### config.mk
export PLATFORM = sky130hd
export DESIGN_NAME = mlp_servo_angle_engine
export DESIGN_NICKNAME = d
export VERILOG_FILES = /design/src/rtl/msae_pkg.sv /design/src/rtl/mlp_servo_angle_engine.sv
export SDC_FILE = /design/constraint.sdc
export NUM_CORES = 2
export LEC_CHECK = 0
export ABC_CLOCK_PERIOD_IN_PS = 10400
export BUFFER_PORTS_ARGS = -buffer_cell sky130_fd_sc_hd__buf_2
export CORE_AREA = 2 2 388 390
export DETAILED_ROUTE_END_ITERATION = 8
export DIE_AREA = 0 0 390 392
export MAX_ROUTING_LAYER = met4
export PLACE_DENSITY = 0.75
export SYNTH_ARGS = -nofsm -noshare
export SYNTH_HDL_FRONTEND = slang
export SYNTH_SLANG_ARGS = --single-unit
### constraint.sdc
create_clock -name clk -period 10.4 [get_ports clk]
set_input_delay 2.08 -clock clk [delete_from_list [all_inputs] [get_ports clk]]
set_output_delay 2.08 -clock clk [all_outputs]
set_load 0.01 [all_outputs]
### src/rtl/msae_pkg.sv
// Shared constants, types and microcode program of the servo angle engine.
package msae_pkg;

	localparam int NUM_FEATURES   = 6;
	localparam int NUM_HIDDEN     = 4;
	localparam int NUM_OUTPUTS    = 8;
	localparam int FEATURE_FIELDS = 6;
	localparam int ANGLE_FIELDS   = 8;

	localparam int L1_COUNT      = NUM_HIDDEN * NUM_FEATURES;
	localparam int L2_COUNT      = NUM_OUTPUTS * NUM_HIDDEN;
	localparam int STORE_DEPTH   = L1_COUNT + L2_COUNT;
	localparam int DEFAULT_COUNT = 56;

	localparam int INDEX_W  = 6;
	localparam int WEIGHT_W = 16;
	localparam int FEAT_W   = 32;
	localparam int ANGLE_W  = 8;
	localparam int PROD_W   = WEIGHT_W + FEAT_W;

	localparam int ADDR_W    = (STORE_DEPTH > 1) ? $clog2(STORE_DEPTH) : 1;
	localparam int DFLT_IW   = $clog2(DEFAULT_COUNT);
	localparam int FEAT_IW   = (NUM_FEATURES > 1) ? $clog2(NUM_FEATURES) : 1;
	localparam int HID_IW    = (NUM_HIDDEN > 1) ? $clog2(NUM_HIDDEN) : 1;
	localparam int OUT_IW    = (NUM_OUTPUTS > 1) ? $clog2(NUM_OUTPUTS) : 1;
	localparam int ANG_IW    = $clog2(ANGLE_FIELDS);
	localparam int SRC_W     = (FEAT_IW > HID_IW) ? FEAT_IW : HID_IW;
	localparam int DST_W     = (HID_IW > OUT_IW) ? HID_IW : OUT_IW;
	localparam int SUM_TERMS = (NUM_FEATURES > NUM_HIDDEN) ? NUM_FEATURES : NUM_HIDDEN;
	localparam int ACC_W     = PROD_W + $clog2(SUM_TERMS) + 1;
	localparam int T_W       = ACC_W + 6;

	localparam int HID_SHIFT = 14;
	localparam int OUT_SHIFT = 30;
	localparam int CENTER_DEG = 90;
	localparam int MAX_DEG    = 180;
	localparam longint CENTER_Q30 = longint'(CENTER_DEG) << OUT_SHIFT;

	localparam logic ITEM_WRITE = 1'b0;
	localparam logic ITEM_RUN   = 1'b1;

	localparam int OP_W = 3;
	localparam logic [OP_W-1:0] OP_NOP  = 3'd0;
	localparam logic [OP_W-1:0] OP_MAC  = 3'd1;
	localparam logic [OP_W-1:0] OP_HID  = 3'd2;
	localparam logic [OP_W-1:0] OP_OUT  = 3'd3;
	localparam logic [OP_W-1:0] OP_EMIT = 3'd4;

	typedef logic [INDEX_W-1:0] index_t;
	typedef logic signed [WEIGHT_W-1:0] weight_t;
	typedef logic signed [FEAT_W-1:0] feat_t;
	typedef logic [ANGLE_W-1:0] angle_t;

	typedef struct packed {
		logic [OP_W-1:0]   op;
		logic              layer;
		logic [ADDR_W-1:0] waddr;
		logic [SRC_W-1:0]  src;
		logic [DST_W-1:0]  dst;
	} ucode_t;

	localparam int CW_W     = $bits(ucode_t);
	localparam int PROG_LEN = NUM_HIDDEN * (NUM_FEATURES + 1) + 1
		+ NUM_OUTPUTS * (NUM_HIDDEN + 1) + 4;
	localparam int PC_W     = $clog2(PROG_LEN);

	typedef logic [PROG_LEN-1:0][CW_W-1:0] prog_t;

	function automatic prog_t build_prog();
		prog_t  p;
		ucode_t w;
		int     n;
		p = '0;
		n = 0;
		for (int h = 0; h < NUM_HIDDEN; h++) begin
			for (int f = 0; f < NUM_FEATURES; f++) begin
				w = '0;
				w.op = OP_MAC;
				w.layer = 1'b0;
				w.waddr = ADDR_W'(h * NUM_FEATURES + f);
				w.src = SRC_W'(f);
				p[n] = w;
				n++;
			end
			w = '0;
			w.op = OP_HID;
			w.dst = DST_W'(h);
			p[n] = w;
			n++;
		end
		n++;
		for (int o = 0; o < NUM_OUTPUTS; o++) begin
			for (int h = 0; h < NUM_HIDDEN; h++) begin
				w = '0;
				w.op = OP_MAC;
				w.layer = 1'b1;
				w.waddr = ADDR_W'(L1_COUNT + o * NUM_HIDDEN + h);
				w.src = SRC_W'(h);
				p[n] = w;
				n++;
			end
			w = '0;
			w.op = OP_OUT;
			w.dst = DST_W'(o);
			p[n] = w;
			n++;
		end
		n = n + 3;
		w = '0;
		w.op = OP_EMIT;
		p[n] = w;
		return p;
	endfunction

	localparam prog_t PROG = build_prog();

	localparam weight_t DEFAULT_W [DEFAULT_COUNT] = '{
		16'sd8192, -16'sd3277, 16'sd4915, 16'sd1638, -16'sd6554, 16'sd3277,
		-16'sd4915, 16'sd9830, -16'sd1638, 16'sd3277, 16'sd8192, -16'sd3277,
		16'sd3277, 16'sd1638, -16'sd8192, 16'sd6554, -16'sd4915, 16'sd9830,
		-16'sd6554, 16'sd4915, 16'sd3277, -16'sd1638, 16'sd9830, 16'sd1638,
		16'sd4915, -16'sd3277, 16'sd8192, 16'sd1638,
		-16'sd1638, 16'sd6554, -16'sd4915, 16'sd9830,
		16'sd3277, 16'sd4915, -16'sd6554, 16'sd8192,
		-16'sd8192, 16'sd3277, 16'sd1638, -16'sd4915,
		16'sd9830, -16'sd1638, 16'sd3277, 16'sd6554,
		-16'sd3277, 16'sd8192, -16'sd9830, 16'sd4915,
		16'sd1638, -16'sd6554, 16'sd4915, 16'sd3277,
		16'sd6554, 16'sd1638, -16'sd3277, 16'sd8192
	};

endpackage

### src/rtl/mlp_servo_angle_engine.sv
// Top level of the servo angle engine: microcoded two-layer perceptron.
// A write item (op 0) stores one Q2.14 weight and is taken without raising item_stall; it
// gives no result. A run item (op 1) starts a microcode program of
// NUM_HIDDEN*(NUM_FEATURES+1) + 1 + NUM_OUTPUTS*(NUM_HIDDEN+1) + 4 steps, 73 with the
// default sizes, one step per cycle unless held at the emit step: one multiply-accumulate
// per step on a single shared 16x32 multiplier, plus one step per hidden unit and per
// output to finish it. The result transfer is offered once the emit step has run, and
// item_stall drops in that same cycle; no item is taken while a pass runs. The result
// sits in an output register, so a new item can be taken while it waits; a following
// pass holds at its last step until that register is free. The weight store powers up
// holding the default network.
module mlp_servo_angle_engine (
	input  logic             clk,
	input  logic             arst_n,
	input  logic             item_valid,
	output logic             item_stall,
	input  logic             op,
	input  msae_pkg::index_t weight_index,
	input  msae_pkg::weight_t weight_value,
	input  msae_pkg::feat_t  feature_0,
	input  msae_pkg::feat_t  feature_1,
	input  msae_pkg::feat_t  feature_2,
	input  msae_pkg::feat_t  feature_3,
	input  msae_pkg::feat_t  feature_4,
	input  msae_pkg::feat_t  feature_5,
	output logic             result_valid,
	input  logic             result_stall,
	output msae_pkg::angle_t angle_0,
	output msae_pkg::angle_t angle_1,
	output msae_pkg::angle_t angle_2,
	output msae_pkg::angle_t angle_3,
	output msae_pkg::angle_t angle_4,
	output msae_pkg::angle_t angle_5,
	output msae_pkg::angle_t angle_6,
	output msae_pkg::angle_t angle_7
);
	import msae_pkg::*;

	logic              busy_q;
	logic [PC_W-1:0]   pc_q;
	ucode_t            cw;
	ucode_t            issue;
	ucode_t            cw_s1;
	ucode_t            cw_s2;
	ucode_t            cw_s3;
	logic              accept;
	logic              emit;
	logic              wr_en;
	logic [ADDR_W-1:0] wr_addr;

	weight_t           wmem [STORE_DEPTH];
	logic [STORE_DEPTH-1:0] wvld_q;
	weight_t           wdat_s1;
	weight_t           wdflt_s1;
	logic              wvld_s1;
	weight_t           weight_s1;
	feat_t             opnd_s1;

	feat_t             feat_in [FEATURE_FIELDS];
	feat_t             feat_q [NUM_FEATURES];
	feat_t             hid_q [NUM_HIDDEN];
	logic signed [PROD_W-1:0] prod_s2;
	logic signed [ACC_W-1:0]  acc_q;
	logic signed [T_W-1:0]    t_s3;
	logic [T_W-OUT_SHIFT-1:0] deg_s3;
	angle_t            angle_q [ANGLE_FIELDS];
	angle_t            res_q [ANGLE_FIELDS];
	logic              result_valid_q;

	function automatic feat_t relu_sat(input logic signed [ACC_W-1:0] a);
		logic [ACC_W-HID_SHIFT-1:0] sh;
		sh = a[ACC_W-1:HID_SHIFT];
		if (a[ACC_W-1] || a == '0) begin
			return '0;
		end else if (|sh[ACC_W-HID_SHIFT-1:FEAT_W-1]) begin
			return {1'b0, {(FEAT_W-1){1'b1}}};
		end else begin
			return sh[FEAT_W-1:0];
		end
	endfunction

	assign feat_in[0] = feature_0;
	assign feat_in[1] = feature_1;
	assign feat_in[2] = feature_2;
	assign feat_in[3] = feature_3;
	assign feat_in[4] = feature_4;
	assign feat_in[5] = feature_5;

	assign item_stall   = busy_q;
	assign accept       = item_valid && !busy_q;
	assign cw           = PROG[pc_q];
	assign emit         = busy_q && cw.op == OP_EMIT && !(result_valid_q && result_stall);
	assign issue        = busy_q ? cw : '0;
	assign wr_en        = accept && op == ITEM_WRITE && 32'(weight_index) < 32'(STORE_DEPTH);
	assign wr_addr      = ADDR_W'(weight_index);
	assign result_valid = result_valid_q;

	// sequencer: advance one step per cycle, hold on the emit step while the output is full
	always_ff @(posedge clk or negedge arst_n) begin
		if (!arst_n) begin
			busy_q <= 1'b0;
			pc_q   <= '0;
		end else if (!busy_q) begin
			if (accept && op == ITEM_RUN) begin
				busy_q <= 1'b1;
				pc_q   <= '0;
			end
		end else if (cw.op == OP_EMIT) begin
			if (emit) begin
				busy_q <= 1'b0;
				pc_q   <= '0;
			end
		end else begin
			pc_q <= pc_q + 1'b1;
		end
	end

	always_ff @(posedge clk or negedge arst_n) begin
		if (!arst_n) begin
			cw_s1 <= '0;
			cw_s2 <= '0;
			cw_s3 <= '0;
		end else begin
			cw_s1 <= issue;
			cw_s2 <= cw_s1;
			cw_s3 <= cw_s2;
		end
	end

	always_ff @(posedge clk) begin
		if (accept && op == ITEM_RUN) begin
			for (int i = 0; i < NUM_FEATURES; i++) begin
				feat_q[i] <= (i < FEATURE_FIELDS) ? feat_in[i] : '0;
			end
		end
	end

	always_ff @(posedge clk) begin
		if (wr_en) begin
			wmem[wr_addr] <= weight_value;
		end
		wdat_s1 <= wmem[cw.waddr];
	end

	always_ff @(posedge clk or negedge arst_n) begin
		if (!arst_n) begin
			wvld_q <= '0;
		end else if (wr_en) begin
			wvld_q[wr_addr] <= 1'b1;
		end
	end

	always_ff @(posedge clk) begin
		wvld_s1  <= wvld_q[cw.waddr];
		wdflt_s1 <= (32'(cw.waddr) < 32'(DEFAULT_COUNT)) ? DEFAULT_W[DFLT_IW'(cw.waddr)] : '0;
	end

	assign weight_s1 = wvld_s1 ? wdat_s1 : wdflt_s1;
	assign opnd_s1   = cw_s1.layer ? hid_q[cw_s1.src[HID_IW-1:0]]
		: feat_q[cw_s1.src[FEAT_IW-1:0]];

	always_ff @(posedge clk) begin
		prod_s2 <= weight_s1 * opnd_s1;
	end

	always_ff @(posedge clk or negedge arst_n) begin
		if (!arst_n) begin
			acc_q <= '0;
		end else begin
			case (cw_s2.op)
				OP_MAC: acc_q <= acc_q + ACC_W'(prod_s2);
				OP_HID, OP_OUT: acc_q <= '0;
				default: acc_q <= acc_q;
			endcase
		end
	end

	always_ff @(posedge clk) begin
		if (cw_s2.op == OP_HID) begin
			hid_q[cw_s2.dst[HID_IW-1:0]] <= relu_sat(acc_q);
		end
		if (cw_s2.op == OP_OUT) begin
			t_s3 <= (T_W'(acc_q) <<< 5) - (T_W'(acc_q) <<< 1) + T_W'(CENTER_Q30);
		end
	end

	assign deg_s3 = t_s3[T_W-1:OUT_SHIFT];

	always_ff @(posedge clk) begin
		if (cw_s3.op == OP_OUT && 32'(cw_s3.dst) < 32'(ANGLE_FIELDS)) begin
			if (t_s3[T_W-1]) begin
				angle_q[ANG_IW'(cw_s3.dst)] <= '0;
			end else if (deg_s3 > (T_W-OUT_SHIFT)'(MAX_DEG)) begin
				angle_q[ANG_IW'(cw_s3.dst)] <= ANGLE_W'(MAX_DEG);
			end else begin
				angle_q[ANG_IW'(cw_s3.dst)] <= deg_s3[ANGLE_W-1:0];
			end
		end
	end

	always_ff @(posedge clk) begin
		if (emit) begin
			for (int i = 0; i < ANGLE_FIELDS; i++) begin
				res_q[i] <= (i < NUM_OUTPUTS) ? angle_q[i] : '0;
			end
		end
	end

	always_ff @(posedge clk or negedge arst_n) begin
		if (!arst_n) begin
			result_valid_q <= 1'b0;
		end else if (emit) begin
			result_valid_q <= 1'b1;
		end else if (!result_stall) begin
			result_valid_q <= 1'b0;
		end
	end

	assign angle_0 = res_q[0];
	assign angle_1 = res_q[1];
	assign angle_2 = res_q[2];
	assign angle_3 = res_q[3];
	assign angle_4 = res_q[4];
	assign angle_5 = res_q[5];
	assign angle_6 = res_q[6];
	assign angle_7 = res_q[7];

endmodule

# Word level (Yosys, flattened, before mapping)
# Memory sizes are Yosys's and may differ from the RTL's. A register that Yosys moved wholly into a read port is not among the register bits.
# Cells that the tools add are included.
# word_totals
reg_bits,246
ram_bits,1344
mem_bits_ro,3072
inputBits,219
out_inout_bits,66
wordCells,107
n_memories,7
# op_classes
addsub,4
n_mul,1
n_lt_le_gt_ge,7
n_eq_ne,7
muxes,42
bitwise,5
reduce_logical,18
# memory_table
memory,words,width,read_ports,rd_clocked_by_memory_dff,write_ports,line_no,text
(no name shown),128,16,1,0,0,mlp_servo_angle_engine.sv:91,assign cw = PROG[pc_q];
(no name shown),64,16,1,1,0,mlp_servo_angle_engine.sv:155,wdflt_s1 <= (32'(cw.waddr) < 32'(DEFAULT_COUNT)) ? DEFAULT_W[DFLT_IW'(cw.waddr)] : '0;
wmem,56,16,1,1,1,mlp_servo_angle_engine.sv:51,weight_t wmem [STORE_DEPTH];
feat_q,6,32,1,0,6,mlp_servo_angle_engine.sv:60,feat_t feat_q [NUM_FEATURES];
hid_q,4,32,1,0,1,mlp_servo_angle_engine.sv:61,feat_t hid_q [NUM_HIDDEN];
angle_q,8,8,8,0,1,mlp_servo_angle_engine.sv:66,angle_t angle_q [ANGLE_FIELDS];
1 more memories,--,--,--,--,--,--,
# ops
operator,count
$mux 32,4
$pmux 52 s2,1
$add 58x38->58 const B,1
$sub 57x53->58,1
$or 56x56->56,1
$add 52x48->52,1
$logic_not 52->1,1
$mul 16x32->48,1
$mux 16,3
$gt 28x8->1 const B,1
$mux 7,4
$mux 1,26
$mux 8,2
$lt 6x7->1 const B,2
$lt 6x6->1 const B,2
$eq 3x2->1 const B,3
$logic_and 1x1->1,8
$lt 7x8->1 const B,1
$add 7x1->7 const B,1
$not 6->7,1
$reduce_or 7->1,1
$bmux 1 s6,1
$demux 1 s6,1
$ge 6x1->1 const B,1
11 further kinds,15

# Depth between registers and ports, before layout
# depth
depth_word,8
mapped_depth,34
mapped_depth_nobuf,29

# Worst setup path before layout
# No wires, ideal clock.
# synth_timing
kind,in2reg
from,input op
to,register pc_q[5]
setup_time_ps,144
arrival_ps,11989
t_required_ps,10256
path_slack_ps,-1733
stages,5
path_buffers,0
path_cell_list,nand2_1 > nor2_1 > nor2_1 > o21ai_0 > o41ai_1
# synth_between
elab_chain_len,3
# synth_lines
element,line_no,text
from (decl),mlp_servo_angle_engine.sv:17,"input logic op,"
$logic_and 1x1->1,mlp_servo_angle_engine.sv:104,if (accept && op == ITEM_RUN) begin
$reduce_bool 2->1 (no source line),--,
$reduce_and 2->1 (no source line),--,
to (signal assigned),mlp_servo_angle_engine.sv:114,pc_q <= pc_q + 1'b1;
to (decl),mlp_servo_angle_engine.sv:40,logic [PC_W-1:0] pc_q;
# Every way passes these cells.
# A chain may end at the register's enable or synchronous reset.

# Worst setup path in the final report
# layout_timing
from,register cw_s1[3] (netlist name)
to,register prod_s2[47]
# layout_between
elab_chain_len,3
elab_cells_between_ends,4
classes_between,mul: 1; mux: 1; memory: 2
# layout_lines
element,line_no,text
from (decl),mlp_servo_angle_engine.sv:43,ucode_t cw_s1;
from (signal assigned),mlp_servo_angle_engine.sv:124,cw_s1 <= issue;
$mem_v2 6x32 / $mem_v2 4x32 (equally long branches),--,
$mux 32 (*),mlp_servo_angle_engine.sv:159,assign opnd_s1 = cw_s1.layer ? hid_q[cw_s1.src[HID_IW-1:0]]
$mul 16x32->48 (*),mlp_servo_angle_engine.sv:163,prod_s2 <= weight_s1 * opnd_s1;
to (signal assigned),mlp_servo_angle_engine.sv:163,
to (decl),mlp_servo_angle_engine.sv:62,logic signed [PROD_W-1:0] prod_s2;
# Mark *: on every way between the ends. The rest lies on a longest branch, timed or not.

==> key figures <==
Timing
  – Number of setup violations in the final report: 0
  – Worst slew margin: 9.77%
  – Setup TNS: 0 ps
  – Period utilization: 86.5%
  – Maximum clock frequency: 111 MHz
  – Max Slew Vio Count: 0
  – Final Hold Viols: 0
  – RSZ-0062 raised after global routing: no
  – Clock Skew: 72.3 ps
  – Tmin final: 8990 ps
  – Slew @ Worst Pin: 1340 ps

Global route
  – Vias in the first global route: 57.2k
  – First-pass GRT wire length: 350 mm
  – Tot GR Track Use: 31.5%
  – Largest net degree at the start of global routing: 186
  – Antenna violations before repair: 15
  – GR Overflow Total: 0

Layout
  – Fin area: 93400 um2
  – Final core utilization: 62.7%
  – Nets: 8280
  – Area growth syn-to-layout: 10.8%
  – Fraction of layout cells with a size suffix above 1: 11.9%

CTS
  – Post-CTS Setup Repair Bufs: 0
  – CTS tree: built
  – Clock tree sinks: 1584
  – H-tree depth: 4
  – Clock-pin slew on the worst setup and hold paths: 60 ps
  – Cts bufs inserted: 160
  – PostCTS Resize Cnt: 0
  – Clk Latency, worst-skew pair: 840 ps
  – CTS root buffer: clkbuf_16
  – CTS max path bufs: 3
  – Post-CTS Hold Buffers: 0

Logic synthesis
  – Dominant cells by area after synthesis: edfxtp_1 (49%), fa_1 (12%), nand2_1 (5.5%)
  – Share of the synthesized area in the top cell type: 48.9%
  – Distinct cells, synth: 102
  – Post-synth EDFFs: 1372
  – Mapped Area: 84300 um2
  – Syn avg cell area: 12.0 um2
  – Top FF cell, synth: edfxtp_1
  – Post-synth ARST share: 8.78%
  – Synthesized flop and latch total: 1584
  – Register area share after synthesis: 54.7%
  – Post-synth top cells: edfxtp_1 (1372), nand2_1 (1230), inv_1 (645)
  – Synth area leader: edfxtp_1
  – Gate Count Post-Synth: 6998
  – Most common cell in the netlist: edfxtp_1
  – Ys Warns: 0

Setup path
  – Worst-path fanout max: 30
  – Type of origin of the critical path: flip-flop
  – WS Path Type: reg -> reg
  – CP Capture Type: flip-flop
  – CP required: 11130 ps
  – CP arrival: 9730 ps

Placement
  – Post-DP HPWL: 157 mm
  – Port Buffers: 284
  – DP Area: 88000 um2
  – Routability-driven placement congestion ratio: 0.987

Floorplanning
  – Die height: 392 um
  – Die ar.: 153000 um2
  – Initial core utilization: 56.6%
  – Die width: 390 um
  – Core box area: 149000 um2
  – Ports: 285
  – # rows: 142

Run
  – Number of max-cap violations: 0

Routing
  – Drt pass-1 iters: 7
  – Post-DRT Antenna Nets: 0
  – DR DRC count: 0
  – Initial DRC count: 6504
  – WL/cell: 24.8 um
  – Routed WL: 233 mm
  – Vias: 57.4k
  – Routed vias/inst: 6.12

Hold path
  – Worst min path class: reg -> reg

Status
  – Status: completed
-- stage by stage --
step                hold slack [ps]  worst slack (ps)  std cells
floorplan                       331              1950       7001
global placement                335              1680       9069
detailed placement              335              1490       9069
CTS                             348              1450       9365
global route                    356               856       9376
finish                          348              1410       9387
-- state kept, by name, summed over array words and instances (netlist names), 28 cells and up --
signal and cells:
feat_q 192, wvld_q 56, res_q 64, t_s3 28, wmem 896, hid_q 128
angle_q 64, prod_s2 48, acc_q 52
-- cell usage in the layout, fill, tap and decap left out, drive strengths merged, types with 139 or more instances in the layout --
cell / instances
a21oi: 328
inv: 656
nand3: 257
clkbuf: 208
edfxtp: 1372
ha: 286
nand2: 1234
buf: 455
nor2: 410
o21ai: 227
fa: 488
dfrtp: 139
-- routing by layer --
layer	track usage (%)	wire length, um
met1	39.6	86200
met2	48.6	110000
met3	6.27	22900
met4	17.3	14500
met5	-	0
-- critical path, stage by stage, from the launching register on --
cell       delay (ps)
dfrtp_4           800
buf_4             410
mux2i_1           130
nand2_1            90
o21ai_0           210
o21ai_1           760
nand2_1           180
fa_1              530
fa_1              540
fa_1              540
inv_1              60
fa_1              500
fa_1              500
inv_1              60
fa_1              490
inv_1              40
ha_1              360
a21o_1            210
a21o_1            220
o2bb2ai_1         140
a221oi_2          410
o21bai_1          130
o41ai_1           560
a31oi_1           300
a41oi_1           280
nand2_1            80
a21oi_1           170
xnor2_1           150
-- kinds of logic (layout without fill, tap and decap cells) --
kind of cell	count (synthesis)	count (layout)	share of synthesized area, %
AO/OA/AOI/OAI	1151	1151	8.93
multiplexers	185	185	3.21
adder cells (fa/ha/maj)	774	774	15.8
XOR/XNOR	119	119	1.24
buffers and inverters	980	1400	4.86
other	1	26	0.00445
AND/OR/NAND/NOR	2204	2204	11.2
flip-flops	1584	1584	54.7
-- final cells by class --
| type | count | area (um2) |
|---|---|---|
| diodes | 22 | 55.1 |
| clock buffers | 208 | 4250 |
| clock inverters | 88 | 1020 |
| fillers | 11148 | 55500 |
| inverters | 649 | 2450 |
| multi-input cells | 4437 | 34200 |
| flip-flops and latches | 1584 | 46100 |
| well taps | 1944 | 2430 |
| repair buffers | 455 | 2800 |
-- final timing paths --
path	from	to	slack, ps	depth (start not counted)
min in group asynchronous	arst_n	wvld_q[2]	1200	1
hold reg to reg	cw_s2[2]	cw_s3[2]	350	0
setup / recovery	cw_s1[3]	prod_s2[47]	1410	27
max in group asynchronous	arst_n	cw_s1[4]	7880	2
setup reg to reg	cw_s1[3]	prod_s2[47]	1410	27
hold / removal	cw_s2[2]	cw_s3[2]	350	0
Power is left out: the tool's default activity adds up to more than one toggle a clock period on the data nets, which glitch-free logic cannot reach.
